<file path="config.mk">
export PLATFORM = sky130hd
export DESIGN_NAME = range_median_validity_hold_core
export DESIGN_NICKNAME = d
export VERILOG_FILES = /design/src/hdl/rmvh_pkg.sv /design/src/hdl/range_median_validity_hold_core.sv /design/src/hdl/rmvh_cell.sv /design/src/hdl/rmvh_median.sv
export SDC_FILE = /design/constraint.sdc
export NUM_CORES = 1
export LEC_CHECK = 0
export ABC_AREA = 1
export BUFFER_PORTS_ARGS = -buffer_cell sky130_fd_sc_hd__clkbuf_2
export CORE_MARGIN = 4
export CORE_UTILIZATION = 40
export CTS_BUF_LIST = sky130_fd_sc_hd__clkbuf_4 sky130_fd_sc_hd__clkbuf_8 sky130_fd_sc_hd__clkbuf_16
export CTS_CLUSTER_SIZE = 20
export DETAILED_ROUTE_END_ITERATION = 16
export GPL_TIMING_DRIVEN = 0
export PLACE_DENSITY_LB_ADDON = 0.25
export SYNTH_ARGS = -nofsm -noshare
export SYNTH_HDL_FRONTEND = slang
export SYNTH_SLANG_ARGS = --single-unit
</file>
<file path="constraint.sdc">
create_clock -name clk -period 11.16 [get_ports clk]
set_input_delay 0 -clock clk [delete_from_list [all_inputs] [get_ports clk]]
set_output_delay 0 -clock clk [all_outputs]
set_load 0.01 [all_outputs]
</file>
<file path="src/hdl/rmvh_pkg.sv">
// ----------------------------------------------------------------------------
// rmvh_pkg
// Types, widths and register codes of the range median / validity hold core.
// ----------------------------------------------------------------------------
package rmvh_pkg;

    // Field widths
    localparam int RANGE_W    = 16;
    localparam int STATUS_W   = 8;
    localparam int STAMP_W    = 32;
    localparam int CODE_W     = 4;
    localparam int CFG_DATA_W = 16;
    localparam int CFG_IDX_W  = 3;

    // Device error field inside the status byte (mask 0x78)
    localparam int ERR_LSB = 3;
    localparam int ERR_MSB = 6;

    // Default ring length
    localparam int RING_DEPTH_DEF = 5;

    // Register reset values
    localparam logic [RANGE_W-1:0] HOLD_MS_RST    = 16'd500;
    localparam logic [CODE_W-1:0]  OK_CODE_RST    = 4'd11;
    localparam logic [RANGE_W-1:0] OOR_CODE_RST   = 16'd8190;
    localparam logic [RANGE_W-1:0] WIN_LOW_RST    = 16'd20;
    localparam logic [RANGE_W-1:0] WIN_HIGH_RST   = 16'd8190;

    // Register indexes
    typedef enum logic [CFG_IDX_W-1:0] {
        CFG_HOLD_MS     = 3'd0,
        CFG_OK_CODE     = 3'd1,
        CFG_OOR_CODE    = 3'd2,
        CFG_WINDOW_LOW  = 3'd3,
        CFG_WINDOW_HIGH = 3'd4
    } cfg_idx_e;

    // Input item
    typedef struct packed {
        logic [RANGE_W-1:0]  range_mm;
        logic [STATUS_W-1:0] status_byte;
        logic [STAMP_W-1:0]  now_ms;
    } in_item_t;

    // Result item
    typedef struct packed {
        logic [RANGE_W-1:0] held_range;
        logic               healthy;
        logic               in_window;
        logic [CODE_W-1:0]  device_error;
    } out_item_t;

    // Contents of one ring cell
    typedef struct packed {
        logic [RANGE_W-1:0] range_mm;
        logic [CODE_W-1:0]  code;
    } cell_data_t;

endpackage

</file>
<file path="src/hdl/range_median_validity_hold_core.sv">
// ----------------------------------------------------------------------------
// range_median_validity_hold_core
// Median-of-ring range filter with a timeout hold on unhealthy readings.
// ----------------------------------------------------------------------------
// Usage:
//   in_valid/in_ready carry one reading item (range, status byte, timestamp);
//   out_valid/out_ready carry one result item per reading, in order.
//   cfg_we/cfg_index/cfg_data write one of the five registers at a time; write
//   them only while no item is in flight. Unknown indexes are ignored.
//   Each accepted reading shifts into a chain of ring cells as stage 1
//   takes its metadata; stage 2 then registers the median and health
//   flag; the output stage updates the hold value and stamp and registers
//   the result. Throughput: one item per cycle while the output is not
//   stalled; every stage is a register, and the hold update (one 32-bit
//   subtract and compare) is the only feedback path. A stalled output
//   holds its item; upstream stages keep filling, so up to two more items
//   are taken before in_ready drops.
//   Reset clears the ring to zero, the hold value and stamp to zero, the
//   registers to their defaults and empties the pipeline.
// ----------------------------------------------------------------------------
module range_median_validity_hold_core
    import rmvh_pkg::*;
#(
    parameter int RING_DEPTH = RING_DEPTH_DEF
)
(
    input  logic                  clk,
    input  logic                  rst_n,
    input  logic                  in_valid,
    output logic                  in_ready,
    input  in_item_t              in_item,
    output logic                  out_valid,
    input  logic                  out_ready,
    output out_item_t             out_item,
    input  logic                  cfg_we,
    input  logic [CFG_IDX_W-1:0]  cfg_index,
    input  logic [CFG_DATA_W-1:0] cfg_data
);

    // Configuration registers
    logic [RANGE_W-1:0] hold_ms_reg,     hold_ms_next;
    logic [CODE_W-1:0]  ok_code_reg,     ok_code_next;
    logic [RANGE_W-1:0] oor_code_reg,    oor_code_next;
    logic [RANGE_W-1:0] win_low_reg,     win_low_next;
    logic [RANGE_W-1:0] win_high_reg,    win_high_next;

    // Pipeline registers
    logic               s1_valid_reg,    s1_valid_next;
    logic [CODE_W-1:0]  s1_err_reg,      s1_err_next;
    logic [STAMP_W-1:0] s1_now_reg,      s1_now_next;
    logic               s2_valid_reg,    s2_valid_next;
    logic [CODE_W-1:0]  s2_err_reg,      s2_err_next;
    logic [STAMP_W-1:0] s2_now_reg,      s2_now_next;
    logic [RANGE_W-1:0] s2_median_reg,   s2_median_next;
    logic               s2_healthy_reg,  s2_healthy_next;
    logic               out_valid_reg,   out_valid_next;
    out_item_t          out_item_reg,    out_item_next;

    // Hold state
    logic [RANGE_W-1:0] held_value_reg,  held_value_next;
    logic [STAMP_W-1:0] held_stamp_reg,  held_stamp_next;

    // Handshake and datapath nets
    logic               s2_adv;
    logic               s1_adv;
    logic               accept;
    logic [CODE_W-1:0]  in_err;
    logic [STAMP_W-1:0] elapsed;
    logic               timeout;
    logic [RANGE_W-1:0] held_upd;
    logic [STAMP_W-1:0] stamp_upd;
    logic               ring_healthy;
    logic [RANGE_W-1:0] ring_median;

    cell_data_t         cell_d     [RING_DEPTH];
    cell_data_t         cell_q     [RING_DEPTH];
    logic [RANGE_W-1:0] cell_range [RING_DEPTH];
    logic [RING_DEPTH-1:0] cell_match;

    // Stage enables: a stage moves when its successor is empty or moving
    assign s2_adv   = !out_valid_reg || out_ready;
    assign s1_adv   = !s2_valid_reg || s2_adv;
    assign in_ready = !s1_valid_reg || s1_adv;
    assign accept   = in_valid && in_ready;
    assign in_err   = in_item.status_byte[ERR_MSB:ERR_LSB];

    // Ring as a chain of cells; newest reading enters at cell 0
    generate
        for (genvar i = 0; i < RING_DEPTH; i++)
        begin : g_cell
            if (i == 0)
            begin : g_head
                assign cell_d[i] = '{range_mm: in_item.range_mm, code: in_err};
            end
            else
            begin : g_body
                assign cell_d[i] = cell_q[i-1];
            end

            rmvh_cell u_cell (
                .clk     (clk),
                .rst_n   (rst_n),
                .shift   (accept),
                .ok_code (ok_code_reg),
                .d       (cell_d[i]),
                .q       (cell_q[i]),
                .match   (cell_match[i])
            );

            assign cell_range[i] = cell_q[i].range_mm;
        end
    endgenerate

    assign ring_healthy = &cell_match;

    rmvh_median #(
        .DEPTH (RING_DEPTH)
    ) u_median (
        .ranges (cell_range),
        .median (ring_median)
    );

    // Configuration writes
    always_comb
    begin
        hold_ms_next  = hold_ms_reg;
        ok_code_next  = ok_code_reg;
        oor_code_next = oor_code_reg;
        win_low_next  = win_low_reg;
        win_high_next = win_high_reg;
        if (cfg_we)
        begin
            unique case (cfg_idx_e'(cfg_index))
                CFG_HOLD_MS:     hold_ms_next  = cfg_data;
                CFG_OK_CODE:     ok_code_next  = cfg_data[CODE_W-1:0];
                CFG_OOR_CODE:    oor_code_next = cfg_data;
                CFG_WINDOW_LOW:  win_low_next  = cfg_data;
                CFG_WINDOW_HIGH: win_high_next = cfg_data;
                default:         ;
            endcase
        end
    end

    // Stage 1: reading metadata, ring already shifted
    always_comb
    begin
        s1_valid_next = s1_valid_reg;
        s1_err_next   = s1_err_reg;
        s1_now_next   = s1_now_reg;
        if (in_ready)
        begin
            s1_valid_next = in_valid;
            s1_err_next   = in_err;
            s1_now_next   = in_item.now_ms;
        end
    end

    // Stage 2: median and health of the ring
    always_comb
    begin
        s2_valid_next   = s2_valid_reg;
        s2_err_next     = s2_err_reg;
        s2_now_next     = s2_now_reg;
        s2_median_next  = s2_median_reg;
        s2_healthy_next = s2_healthy_reg;
        if (s1_adv)
        begin
            s2_valid_next   = s1_valid_reg;
            s2_err_next     = s1_err_reg;
            s2_now_next     = s1_now_reg;
            s2_median_next  = ring_median;
            s2_healthy_next = ring_healthy;
        end
    end

    // Hold update: healthy takes the median, else time out to the substitute
    assign elapsed = s2_now_reg - held_stamp_reg;
    assign timeout = elapsed > {{(STAMP_W-RANGE_W){1'b0}}, hold_ms_reg};

    always_comb
    begin
        held_upd  = held_value_reg;
        stamp_upd = held_stamp_reg;
        priority if (s2_healthy_reg)
        begin
            held_upd  = s2_median_reg;
            stamp_upd = s2_now_reg;
        end
        else if (timeout)
        begin
            held_upd  = oor_code_reg;
            stamp_upd = s2_now_reg;
        end
        else
        begin
            // unhealthy within the hold time: keep value and stamp
            held_upd  = held_value_reg;
            stamp_upd = held_stamp_reg;
        end
    end

    // Output stage and hold registers
    always_comb
    begin
        out_valid_next  = out_valid_reg;
        out_item_next   = out_item_reg;
        held_value_next = held_value_reg;
        held_stamp_next = held_stamp_reg;
        if (s2_adv)
        begin
            out_valid_next = s2_valid_reg;
            if (s2_valid_reg)
            begin
                held_value_next = held_upd;
                held_stamp_next = stamp_upd;
                out_item_next.held_range   = held_upd;
                out_item_next.healthy      = s2_healthy_reg;
                out_item_next.in_window    = (held_upd > win_low_reg) &&
                                             (held_upd < win_high_reg);
                out_item_next.device_error = s2_err_reg;
            end
        end
    end

    // Control and state registers
    always_ff @(posedge clk or negedge rst_n)
    begin
        if (!rst_n)
        begin
            hold_ms_reg    <= HOLD_MS_RST;
            ok_code_reg    <= OK_CODE_RST;
            oor_code_reg   <= OOR_CODE_RST;
            win_low_reg    <= WIN_LOW_RST;
            win_high_reg   <= WIN_HIGH_RST;
            s1_valid_reg   <= 1'b0;
            s2_valid_reg   <= 1'b0;
            out_valid_reg  <= 1'b0;
            held_value_reg <= '0;
            held_stamp_reg <= '0;
        end
        else
        begin
            hold_ms_reg    <= hold_ms_next;
            ok_code_reg    <= ok_code_next;
            oor_code_reg   <= oor_code_next;
            win_low_reg    <= win_low_next;
            win_high_reg   <= win_high_next;
            s1_valid_reg   <= s1_valid_next;
            s2_valid_reg   <= s2_valid_next;
            out_valid_reg  <= out_valid_next;
            held_value_reg <= held_value_next;
            held_stamp_reg <= held_stamp_next;
        end
    end

    // Payload registers
    always_ff @(posedge clk)
    begin
        s1_err_reg     <= s1_err_next;
        s1_now_reg     <= s1_now_next;
        s2_err_reg     <= s2_err_next;
        s2_now_reg     <= s2_now_next;
        s2_median_reg  <= s2_median_next;
        s2_healthy_reg <= s2_healthy_next;
        out_item_reg   <= out_item_next;
    end

    assign out_valid = out_valid_reg;
    assign out_item  = out_item_reg;

endmodule

</file>
<file path="src/hdl/rmvh_cell.sv">
// ----------------------------------------------------------------------------
// rmvh_cell
// One ring cell: holds a range and its error code, takes its neighbor's
// contents on each shift and flags whether its code is the good code.
// ----------------------------------------------------------------------------
module rmvh_cell
    import rmvh_pkg::*;
(
    input  logic               clk,
    input  logic               rst_n,
    input  logic               shift,
    input  logic [CODE_W-1:0]  ok_code,
    input  cell_data_t         d,
    output cell_data_t         q,
    output logic               match
);

    cell_data_t data_reg;
    cell_data_t data_next;

    // Load from the left neighbor on a shift
    always_comb
    begin
        data_next = data_reg;
        if (shift)
        begin
            data_next = d;
        end
    end

    always_ff @(posedge clk or negedge rst_n)
    begin
        if (!rst_n)
        begin
            data_reg <= '0;
        end
        else
        begin
            data_reg <= data_next;
        end
    end

    assign q     = data_reg;
    assign match = (data_reg.code == ok_code);

endmodule

</file>
<file path="src/hdl/rmvh_median.sv">
// ----------------------------------------------------------------------------
// rmvh_median
// Rank-select median: each entry counts the entries ordered before it
// (value, then position on ties); the entry of middle rank is picked.
// ----------------------------------------------------------------------------
module rmvh_median
    import rmvh_pkg::*;
#(
    parameter int DEPTH = RING_DEPTH_DEF
)
(
    input  logic [RANGE_W-1:0] ranges [DEPTH],
    output logic [RANGE_W-1:0] median
);

    localparam int RANK_W = (DEPTH > 1) ? $clog2(DEPTH) : 1;
    localparam logic [RANK_W-1:0] MED_RANK = RANK_W'(DEPTH / 2);

    logic [RANK_W-1:0] rank [DEPTH];

    // Pairwise compares, counted per entry
    always_comb
    begin
        for (int i = 0; i < DEPTH; i++)
        begin
            rank[i] = '0;
            for (int j = 0; j < DEPTH; j++)
            begin
                if (j != i)
                begin
                    if ((ranges[j] < ranges[i]) || ((ranges[j] == ranges[i]) && (j < i)))
                    begin
                        rank[i] = rank[i] + 1'b1;
                    end
                end
            end
        end
    end

    // Exactly one entry holds the middle rank
    always_comb
    begin
        median = '0;
        for (int i = 0; i < DEPTH; i++)
        begin
            if (rank[i] == MED_RANK)
            begin
                median = median | ranges[i];
            end
        end
    end

endmodule

</file>
## Yosys cells after proc, flatten, opt, wreduce, memory -nomap -nowiden

Index checks and enable logic that the tools add are counted.

| word-level totals | value |
|---|---|
| register bits after elaboration | 330 |
| bits of input ports | 80 |
| output and inout bits | 24 |
| logic and storage cells | 154 |

| operators by class | value |
|---|---|
| $add $sub $neg | 16 |
| magnitude comparators | 23 |
| equal/unequal tests | 24 |
| mux-type cells | 29 |
| bitwise operators | 4 |
| reduce and logical (&&, ||, !) cells | 28 |

Operators with widths:

| kind | count |
|---|---|
| $lt 16x16->1 | 21 |
| $eq 16x16->1 | 10 |
| $mux 16 | 7 |
| $mux 32 | 2 |
| $or 16x16->16 | 4 |
| $add 3x1->3 const B | 15 |
| $mux 3 | 15 |
| $gt 32x16->1 | 1 |
| $sub 32x32->32 | 1 |
| $eq 3x2->1 const B | 7 |
| $eq 4x4->1 | 5 |
| $gt 16x16->1 | 1 |
| $logic_or 1x1->1 | 13 |
| $reduce_and 2->1 | 6 |
| $mux 1 | 5 |
| $reduce_and 5->1 | 1 |
| $eq 3x1->1 const B | 1 |
| $eq 3x3->1 const B | 1 |
| $logic_not 1->1 | 3 |
| $logic_not 3->1 | 1 |
| $reduce_and 3->1 | 1 |
| $logic_and 1x1->1 | 2 |
| $reduce_bool 2->1 | 1 |

## Depth between registers and ports, before layout

Gate-level depths: netlist of the first run.

| logic depth | value |
|---|---|
| depth after elaboration | 18 |
| depth in mapped cells | 38 |

## Hierarchy

A second synthesis of the first run with hierarchy kept.

| unflattened totals | value |
|---|---|
| cells, all modules | 2,557 |
| area, all modules | 21,536.9 um2 |

By module, submodules not included:

| module | instances | cells an instance | area an instance (um2) |
|---|---|---|---|
| range_median_validity_hold_core | 1 | 1,379 | 11,926.4 |
| rmvh_median | 1 | 883 | 5,562.8 |
| rmvh_cell | 5 | 59 | 809.5 |

## Worst setup path before layout of the first run

OpenSTA, ideal clock, no wires.

| timing path | value |
|---|---|
| path kind | reg2reg |
| from | register s2_now_reg[2] |
| to | register out_item_reg, in the netlist out_item[4], data pin |
| arrival | 4.232 ns |
| required time | 11.014 ns |
| path slack | 6.782 ns |
| stages on the path, launching flop included | 35 |
| path buffers | 2 |
| cell sequence | edfxtp_1 -> ha_1 -> buf_2 -> a21oi_1 -> nand2_1 -> nand2_1 -> nand2_1 -> nand2_1 -> nand2_1 -> xor2_1 -> ha_1 -> nand2_1 -> nor3_1 -> nand3_1 -> nand2_1 -> nand3_1 -> nor2_1 -> nand2_1 -> nor2_2 -> nand2_4 -> clkbuf_1 -> nand2_1 -> nand3_1 -> o21ai_0 -> inv_1 -> ha_1 -> inv_1 -> nor2_1 -> nor2_1 -> o21a_1 -> o211ai_1 -> nand2_1 -> o2111ai_1 -> o2111ai_1 -> a21oi_1 |

| on the way | value |
|---|---|
| longest elaborated chain between the ends | 6 |

Ends and longest elaborated chain:

| what | RTL line | RTL |
|---|---|---|
| start, declared | range_median_validity_hold_core.sv:53 | `logic [STAMP_W-1:0] s2_now_reg, s2_now_next;` |
| start signal, assigned | range_median_validity_hold_core.sv:262 | `s2_now_reg <= s2_now_next;` |
| $sub 32x32->32 (*) | range_median_validity_hold_core.sv:177 | `assign elapsed = s2_now_reg - held_stamp_reg;` |
| $gt 32x16->1 (*) | range_median_validity_hold_core.sv:178 | `assign timeout = elapsed > {{(STAMP_W-RANGE_W){1'b0}}, hold_ms_reg};` |
| $mux 16 (*) | range_median_validity_hold_core.sv:189 | `else if (timeout)` |
| $mux 16 (*) | range_median_validity_hold_core.sv:184 | `priority if (s2_healthy_reg)` |
| named net held_upd[1] | range_median_validity_hold_core.sv:70 | `logic [RANGE_W-1:0] held_upd;` |
| $gt 16x16->1 or $lt 16x16->1 (tied branches) | range_median_validity_hold_core.sv:218, range_median_validity_hold_core.sv:219 |  |
| $logic_and 1x1->1 (*) | range_median_validity_hold_core.sv:218 | `out_item_next.in_window = (held_upd > win_low_reg) &&` |
| end signal, assigned | range_median_validity_hold_core.sv:265 | `out_item_reg <= out_item_next;` |
| end, declared | range_median_validity_hold_core.sv:57 | `out_item_t out_item_reg, out_item_next;` |

Mark *: on every way through the listed nets, which the timed path passes. The rest lies on a longest branch.
A chain may end at the register's enable or synchronous reset.

## Final worst setup path of the first run

| timing path | value |
|---|---|
| from | register s2_now_reg[9] |
| to | register out_item_reg, in the netlist out_item[4], data pin |

The elaborated chain is that of the path after synthesis.

==> impl_results.md, run 1 <==
* # DRC at 0
* Largest cells by area after synthesis: sky130_fd_sc_hd__dfrtp_1 23%, sky130_fd_sc_hd__edfxtp_1 16%, sky130_fd_sc_hd__ha_1 15%, sky130_fd_sc_hd__nand2_1 11%, sky130_fd_sc_hd__inv_1 7.1%
* Startpoint type of the worst setup path: flip-flop
* Setup tns final at 0 ns
* Worst clock skew at 0.0138 ns
* Run status: finished clean
* Path type of the worst setup path: flip-flop to flip-flop
* Via density per instance at 5.18
* Number of unique standard cell types used by synthesis at 50
* Cell Pwr Density at 248 mW/mm2
* Top-area cell type share of the netlist area at 22.5%
* Io pins at 104
* Initial antenna violation count at 0
* TritonCTS clock tree: yes
* Largest register FFs at 100
* Arrival time at the worst endpoint at 6.05 ns
* Netlist area before placement at 0.0205 mm2
* Post-synth EDFFs at 111
* Wire length reported by the detailed router at 59700 um
* Height of the die at 234 um
* Ys flop type: sky130_fd_sc_hd__dfrtp_1
* Die extent in x at 234 um
* Core area at 0.0504 mm2
* Register-to-register setup slack at 5.50 ns
* Minimum clock period after layout at 5.66 ns
* Combined buffer and inverter count along the critical path at 3
* TritonCTS buffer count at 39
* Syn_nets at 2782
* Number of DRC violations after detailed-routing iteration 0 at 1170
* Final hold slack at 0.0221 ns
* Max H-tree Level at 2
* Sort of element at the end of the critical path: flip-flop
* Max-slew violation count at 0
* Data required time at the worst endpoint at 11.56 ns
* Clock-pin slew of the registers on the worst-case setup and hold paths at 0.06 ns
* Yosys Warn Count at 0
* Net switching share of the total power at 43.1%
* Root cell of the clock tree: sky130_fd_sc_hd__clkbuf_16
* Net load switching power at 2.56 mW
* Number of nets in the layout at 3002
* Count of endpoints failing hold in the final timing report at 0
* Total cell area at the placement stage at 0.0219 mm2
* Maximum fanout along the worst path at 10
* Fraction of layout cells with a size suffix above 1 at 9.71%
* Highest clock rate at 177 MHz
* ANT cells at 0
* Largest voltage drop on the vdd net at 0.134 mV
* Lkg Pwr at 11.8 nW
* Global placement routability congestion at 0.967
* Worst r2r dst: out_item[4]
* Slowest cell on crit path: sky130_fd_sc_hd__edfxtp_1
* Library cell with the highest instance count after synthesis: sky130_fd_sc_hd__nand2_1
* Internal power consumption at 3.39 mW
* Top cell by count, worst path: sky130_fd_sc_hd__nand2_1
* Cell type with the largest total area after synthesis: sky130_fd_sc_hd__dfrtp_1
* Reg power frac at 30.5%
* Maximum root-to-sink buffer count at 3
* Flip-flop and latch count after synthesis at 330
* Effective utilization at floorplan at 40.6%
* Die outline area at 0.0548 mm2
* Final std cell area, no fill at 0.0240 mm2
* Path category of the worst min-delay check: primary input to asynchronous set/reset pin
* All-layer global routing usage at 21.7%
* Post-route ant nets at 0
* Via count of the first global-routing pass at 17100
* Max-cap violation count at 0
* Sum of net half-perimeters after detailed placement at 46200 um
* Syn Area/Cell at 8.36 um2
* GRT overflow at 0
* Measured slew at the worst slew-check pin at 0.975 ns
* End-of-flow core utilization at 47.6%
* Number of search-and-repair iterations in the first detailed-routing pass at 5
* Clk Latency, worst-skew pair at 0.56 ns
* Avg WL per Cell at 17.7 um
* Maximum number of pins on one net before global-route repair at 82
* Setup Viol. Count Final at 0
* Clock network fraction of design power at 22.2%
* P&R area growth vs syn at 17.3%
* Number of standard-cell rows in the floorplan at 82
* Part of the cycle the worst path needs at 50.7%
* Gate Count Post-Synth at 2448
* Peak per-stage delay on the critical path at 0.52 ns
* Max transition margin at 33.3%
* Share of async-settable or async-resettable flops after synthesis at 66.4%
* DR vias at 17500
* Portion of total power attributed to combinational logic at 47.3%
* Total power at 5.95 mW
* IO Port Bufs at 99
* Cell count of the worst reg-to-reg path at 31
* Reg-to-Reg Start: s2_now_reg[9]
* Most numerous cell types in the synthesized netlist: 595 x sky130_fd_sc_hd__nand2_1, 389 x sky130_fd_sc_hd__inv_1, 253 x sky130_fd_sc_hd__ha_1
* Global-route wire length before repair at 93200 um
* Cell type group with the largest total delay on the critical path: simple AND/OR/NAND/NOR gates
* Setup repair after global routing missed its margin: no
* Portion of the post-synthesis area used by sequential elements at 43.3%
* Post-CTS setup buffer count at 0
* Number of sinks driven by the clock tree at 330
[worst register-to-register path, delay by kind of cell (launching register included)]
family	cells	cell delay (ns)
simple gates	18	2.47
fa+ha+maj	3	1.04
buf+inv	3	0.49
compound gates	6	0.85
xor+xnor	1	0.11
flops	1	0.52
[per-layer routing]
metal | track usage [%] | wire, um | vias up
met5 | 0 | 0 | -
met4 | 7.59 | 1980 | 0
met3 | 2.81 | 2910 | 98
met2 | 33.0 | 26000 | 440
met1 | 31.8 | 28800 | 8342
li1 | - | - | 8584
[power by group through the flow]
stage          Combinational, mW  Clock [mW]  Sequential, mW
2_1_floorplan               1.95           0            1.76
3_3_place_gp                2.65           0            1.83
3_5_place_dp                2.75           0            1.83
4_1_cts                     2.78        1.35            1.81
5_1_grt                     3.20        1.40            1.85
6_report                    2.81        1.32            1.82
[repair_timing]
item                       4_1_cts  5_1_grt
resized for setup                0        0
setup endpoints to repair        0        0
hold buffers                    76        0
hold endpoints to repair       314        0
[logic make-up after synthesis]
kind of cell | count (synthesis) | synth area share (%)
xor+xnor | 22 | 0.942
flops | 330 | 43.3
fa+ha+maj | 254 | 15.6
mux | 1 | 0.0550
buf+inv | 453 | 8.58
simple gates | 941 | 18.9
compound gates | 447 | 12.6
[how the worst max path moves through the flow]
| stage | from | end | slack [ns] | depth (start not counted) |
|---|---|---|---|---|
| 2_1_floorplan | s2_now_reg[2] | out_item[4] | 6.78 | 34 |
| 3_3_place_gp | rst_n | g_cell[0].u_cell.q[14] | 5.36 | 1 |
| 3_5_place_dp | s2_now_reg[9] | out_item[4] | 5.65 | 31 |
| 4_1_cts | s2_now_reg[9] | out_item[4] | 5.61 | 31 |
| 5_1_grt | s2_now_reg[9] | out_item[4] | 5.23 | 31 |
| 6_report | s2_now_reg[9] | out_item[4] | 5.50 | 31 |
[metrics by stage]
step	setup slack, ns	std cells
6_report	5.50	3370
2_1_floorplan	6.78	2448
5_1_grt	5.23	3370
4_1_cts	5.61	3370
3_5_place_dp	5.65	3223
3_3_place_gp	5.36	3219
[cell type report]
cell class              count  area (um2)
flip-flops and latches    330        8860
plain buffers              58         274
multi-input cells        1665        9860
clock inverters            19         219
well taps                 672         841
clock buffers              52        1110
repair buffers            179        1360
inverters                 395        1480
fillers                  4880       26400
[layout by cell type (no fill, tap or decap), types with 6 or more instances in the layout]
cell,netlist,routed
sky130_fd_sc_hd__dlygate4sd3_1,0,76
sky130_fd_sc_hd__edfxtp_1,111,111
sky130_fd_sc_hd__a211oi_1,7,7
sky130_fd_sc_hd__nor3_1,23,23
sky130_fd_sc_hd__a21oi_2,27,27
sky130_fd_sc_hd__buf_6,6,6
sky130_fd_sc_hd__clkbuf_2,0,98
sky130_fd_sc_hd__o21ai_0,202,202
sky130_fd_sc_hd__clkbuf_16,0,40
sky130_fd_sc_hd__o21ai_1,14,14
sky130_fd_sc_hd__dfrtp_1,184,184
sky130_fd_sc_hd__dfstp_2,35,35
sky130_fd_sc_hd__nand2_1,595,594
sky130_fd_sc_hd__a21oi_1,131,131
sky130_fd_sc_hd__o221ai_1,6,6
sky130_fd_sc_hd__clkbuf_4,0,9
sky130_fd_sc_hd__nand3b_1,6,6
sky130_fd_sc_hd__o21a_1,10,10
sky130_fd_sc_hd__ha_1,253,253
sky130_fd_sc_hd__nor2_1,151,150
sky130_fd_sc_hd__inv_2,5,6
sky130_fd_sc_hd__nand4_1,50,50
sky130_fd_sc_hd__xnor2_1,8,8
sky130_fd_sc_hd__o2111ai_1,18,18
sky130_fd_sc_hd__inv_1,389,388
sky130_fd_sc_hd__clkbuf_1,43,43
sky130_fd_sc_hd__xor2_1,14,14
sky130_fd_sc_hd__nand3_1,103,103
No activity file was read; power rests on OpenSTA's default activity.
==> run 2: changes to the inputs <==
==> constraint.sdc (replaced) <==
create_clock -name clk -period 4.9 [get_ports clk]
set_input_delay 0 -clock clk [delete_from_list [all_inputs] [get_ports clk]]
set_output_delay 0 -clock clk [all_outputs]
set_load 0.01 [all_outputs]
==> run 2 against run 1 <==
  * Sequential power increased by 130%
  * Cell area grew 3.6%
  * Largest cell class unchanged
  * Highest routed layer unchanged
  * The flow now finishes with violations (negative setup slack)
  * Hold slack lost 0.0036 ns
  * Non-clock buffer count up 45
  * Clock-buffer cell count unchanged
==> impl_results.md, run 2 (synthesized netlist as in run 1, its figures left out) <==
* Clk Latency, worst-skew pair at 0.56 ns (about the same)
* Number of placed instances, taps included at 3223 (unchanged)
* Highest clock rate at 204 MHz (was 177 MHz)
* Filler Cell Count at 4784 (was 4880)
* Part of the cycle the worst path needs at 100% (was 50.7%)
* Max-cap violation count at 0 (unchanged)
* Max transition margin at 33.0% (was 33.3%)
* Startpoint type of the worst setup path: flip-flop (unchanged)
* Number of DRC violations after detailed-routing iteration 0 at 1222 (was 1170)
* Clock-pin slew of the registers on the worst-case setup and hold paths at 0.06 ns (about the same)
* Timing startpoint of the critical path: s2_now_reg[9] (unchanged)
* Run status: complete, but fails checks (was finished clean)
* Portion of total power attributed to combinational logic at 49.1% (was 47.3%)
* Slowest cell on crit path: sky130_fd_sc_hd__edfxtp_1 (unchanged)
* Die extent in x at 234 um (unchanged)
* Fraction of layout cells with a size suffix above 1 at 14.4% (was 9.71%)
* Setup Viol. Count Final at 1 (was 0)
* Avg WL per Cell at 17.9 um (was 17.7 um)
* Measured slew at the worst slew-check pin at 0.980 ns (was 0.975 ns)
* Reg-to-Reg Start: s2_now_reg[9] (unchanged)
* TritonCTS clock tree: yes (unchanged)
* Peak per-stage delay on the critical path at 0.54 ns (was 0.52 ns)
* Top cell by count, worst path: sky130_fd_sc_hd__nand2_2 (was sky130_fd_sc_hd__nand2_1)
* Minimum clock period after layout at 4.90 ns (was 5.66 ns)
* Maximum root-to-sink buffer count at 3 (unchanged)
* Net switching share of the total power at 43.2% (was 43.1%)
* Largest register FFs at 100 (unchanged)
* Data required time at the worst endpoint at 5.30 ns (was 11.56 ns)
* Number of search-and-repair iterations in the first detailed-routing pass at 5 (unchanged)
* ANT cells at 0 (unchanged)
* Via density per instance at 5.18 (about the same)
* Max-slew violation count at 0 (unchanged)
* Worst clock skew at 0.0150 ns (was 0.0138 ns)
* Sum of net half-perimeters after detailed placement at 46200 um (unchanged)
* DP Worst Slack at -0.606 ns (was 5.65 ns)
* Root cell of the clock tree: sky130_fd_sc_hd__clkbuf_16 (unchanged)
* Maximum fanout along the worst path at 6 (was 10)
* Cell type group with the largest total delay on the critical path: simple AND/OR/NAND/NOR gates (unchanged)
* Number of nets in the layout at 3047 (was 3002)
* Violations in the final reports: negative setup slack
* Count of endpoints failing hold in the final timing report at 0 (unchanged)
* Global-route wire length before repair at 94700 um (was 93200 um)
* Arrival time at the worst endpoint at 5.30 ns (was 6.05 ns)
* Height of the die at 234 um (unchanged)
* Reg power frac at 29.5% (was 30.5%)
* Cell Count, Final, Fillers Out at 3415 (was 3370)
* # DRC at 0 (unchanged)
* Sort of element at the end of the critical path: flip-flop (unchanged)
* Path category of the worst min-delay check: primary input to asynchronous set/reset pin (unchanged)
* Number of sinks driven by the clock tree at 330 (unchanged)
* Clock network fraction of design power at 21.4% (was 22.2%)
* Initial antenna violation count at 0 (unchanged)
* All-layer global routing usage at 22.0% (was 21.7%)
* Internal power consumption at 8.02 mW (was 3.39 mW)
* Path type of the worst setup path: flip-flop to flip-flop (unchanged)
* DR vias at 17700 (was 17500)
* Setup tns final at -0.00151 ns (was 0 ns)
* Effective utilization at floorplan at 40.6% (unchanged)
* Cell count of the worst reg-to-reg path at 33 (was 31)
* Number of standard-cell rows in the floorplan at 82 (unchanged)
* Lkg Pwr at 12.1 nW (was 11.8 nW)
* Net load switching power at 6.09 mW (was 2.56 mW)
* Via count of the first global-routing pass at 17400 (was 17100)
* P&R area growth vs syn at 21.5% (was 17.3%)
* GRT overflow at 0 (unchanged)
* Global placement routability congestion at 0.967 (unchanged)
* Die outline area at 0.0548 mm2 (unchanged)
* Wire length reported by the detailed router at 61100 um (was 59700 um)
* Setup repair after global routing missed its margin: yes (was no)
* Max H-tree Level at 2 (unchanged)
* Post-route ant nets at 0 (unchanged)
* Maximum number of pins on one net before global-route repair at 82 (unchanged)
* Largest voltage drop on the vdd net at 0.299 mV (was 0.134 mV)
* End-of-flow core utilization at 49.3% (was 47.6%)
* Worst path depth at 33 (was 31)
* Post-route worst setup slack at -0.00151 ns (was 5.50 ns)
* Combined buffer and inverter count along the critical path at 4 (was 3)
* Core area at 0.0504 mm2 (unchanged)
* Register-to-register setup slack at -0.002 ns (was 5.50 ns)
* IO Port Bufs at 99 (unchanged)
* TritonCTS buffer count at 39 (unchanged)
* Most frequent cells in the layout: 567 x sky130_fd_sc_hd__nand2_1, 380 x sky130_fd_sc_hd__inv_1, 236 x sky130_fd_sc_hd__ha_1, 191 x sky130_fd_sc_hd__o21ai_0, 184 x sky130_fd_sc_hd__dfrtp_1 (was 594 x sky130_fd_sc_hd__nand2_1, 388 x sky130_fd_sc_hd__inv_1, 253 x sky130_fd_sc_hd__ha_1, 202 x sky130_fd_sc_hd__o21ai_0, 184 x sky130_fd_sc_hd__dfrtp_1)
* Most common library cell in the layout ignoring fill and taps: sky130_fd_sc_hd__nand2_1 (unchanged)
* Cell Pwr Density at 567 mW/mm2 (was 248 mW/mm2)
* Io pins at 104 (unchanged)
## run 2: metal layers
| layer | routed length, um | up-vias | GRT usage (%) |
|---|---|---|---|
| met3 | 3430 | 95 | 2.82 |
| met4 | 2030 | 0 | 7.74 |
| met2 | 26700 | 504 | 33.8 |
| li1 | - | 8649 | - |
| met5 | 0 | - | 0 |
| met1 | 28900 | 8452 | 32.1 |
## run 2: area by class of cell
| type | count | area [um2] | area share [%] |
|---|---|---|---|
| timing repair buffer | 225 | 1710 | 6.86 |
| clock inverter | 19 | 219 | 0.881 |
| sequential | 330 | 8860 | 35.6 |
| tap | 672 | 841 | 3.38 |
| clock buffer | 52 | 1110 | 4.46 |
| multi-input combinational | 1665 | 10400 | 41.6 |
| inverter | 395 | 1490 | 5.99 |
| buffer | 57 | 284 | 1.14 |
## run 2: path summary, 6_finish.rpt
| kind | end |
|---|---|
| max in group asynchronous | g_cell[2].u_cell.q[14] |
| setup reg to reg | out_item[4] |
| setup / recovery | out_item[4] |
| hold reg to reg | s2_now_reg[29] |
| min in group clk | g_cell[1].u_cell.q[18] |
| hold / removal | held_value_reg[9] |
## run 2: timing repair
item / in CTS / in global routing
hold buffers: 76 / 0
endpoints found under the hold margin: 314 / 0
pin swaps: 20 / 33
endpoints found under the setup margin: 1 / 2
cloned: 2 / 0
gates resized for setup: 51 / 77
setup buffers: 29 / 16
## run 2: through the flow
stage	power, mW	instance area (um2)	hold slack [ns]
2_1_floorplan	8.44	20500	-0.296
3_3_place_gp	10.2	21800	0.177
3_5_place_dp	10.4	21900	0.0475
4_1_cts	13.8	24400	0.0233
5_1_grt	15.3	24900	0.0688
6_report	14.1	24900	0.0185
## run 2: power by group through the flow
| stage | Clock, mW | Sequential, mW | Combinational (mW) |
|---|---|---|---|
| 4_1_cts | 3.09 | 4.14 | 6.55 |
| 3_3_place_gp | 0 | 4.16 | 6.03 |
| 6_report | 3.02 | 4.16 | 6.93 |
| 3_5_place_dp | 0 | 4.17 | 6.25 |
| 2_1_floorplan | 0 | 4.00 | 4.44 |
| 5_1_grt | 3.19 | 4.22 | 7.84 |
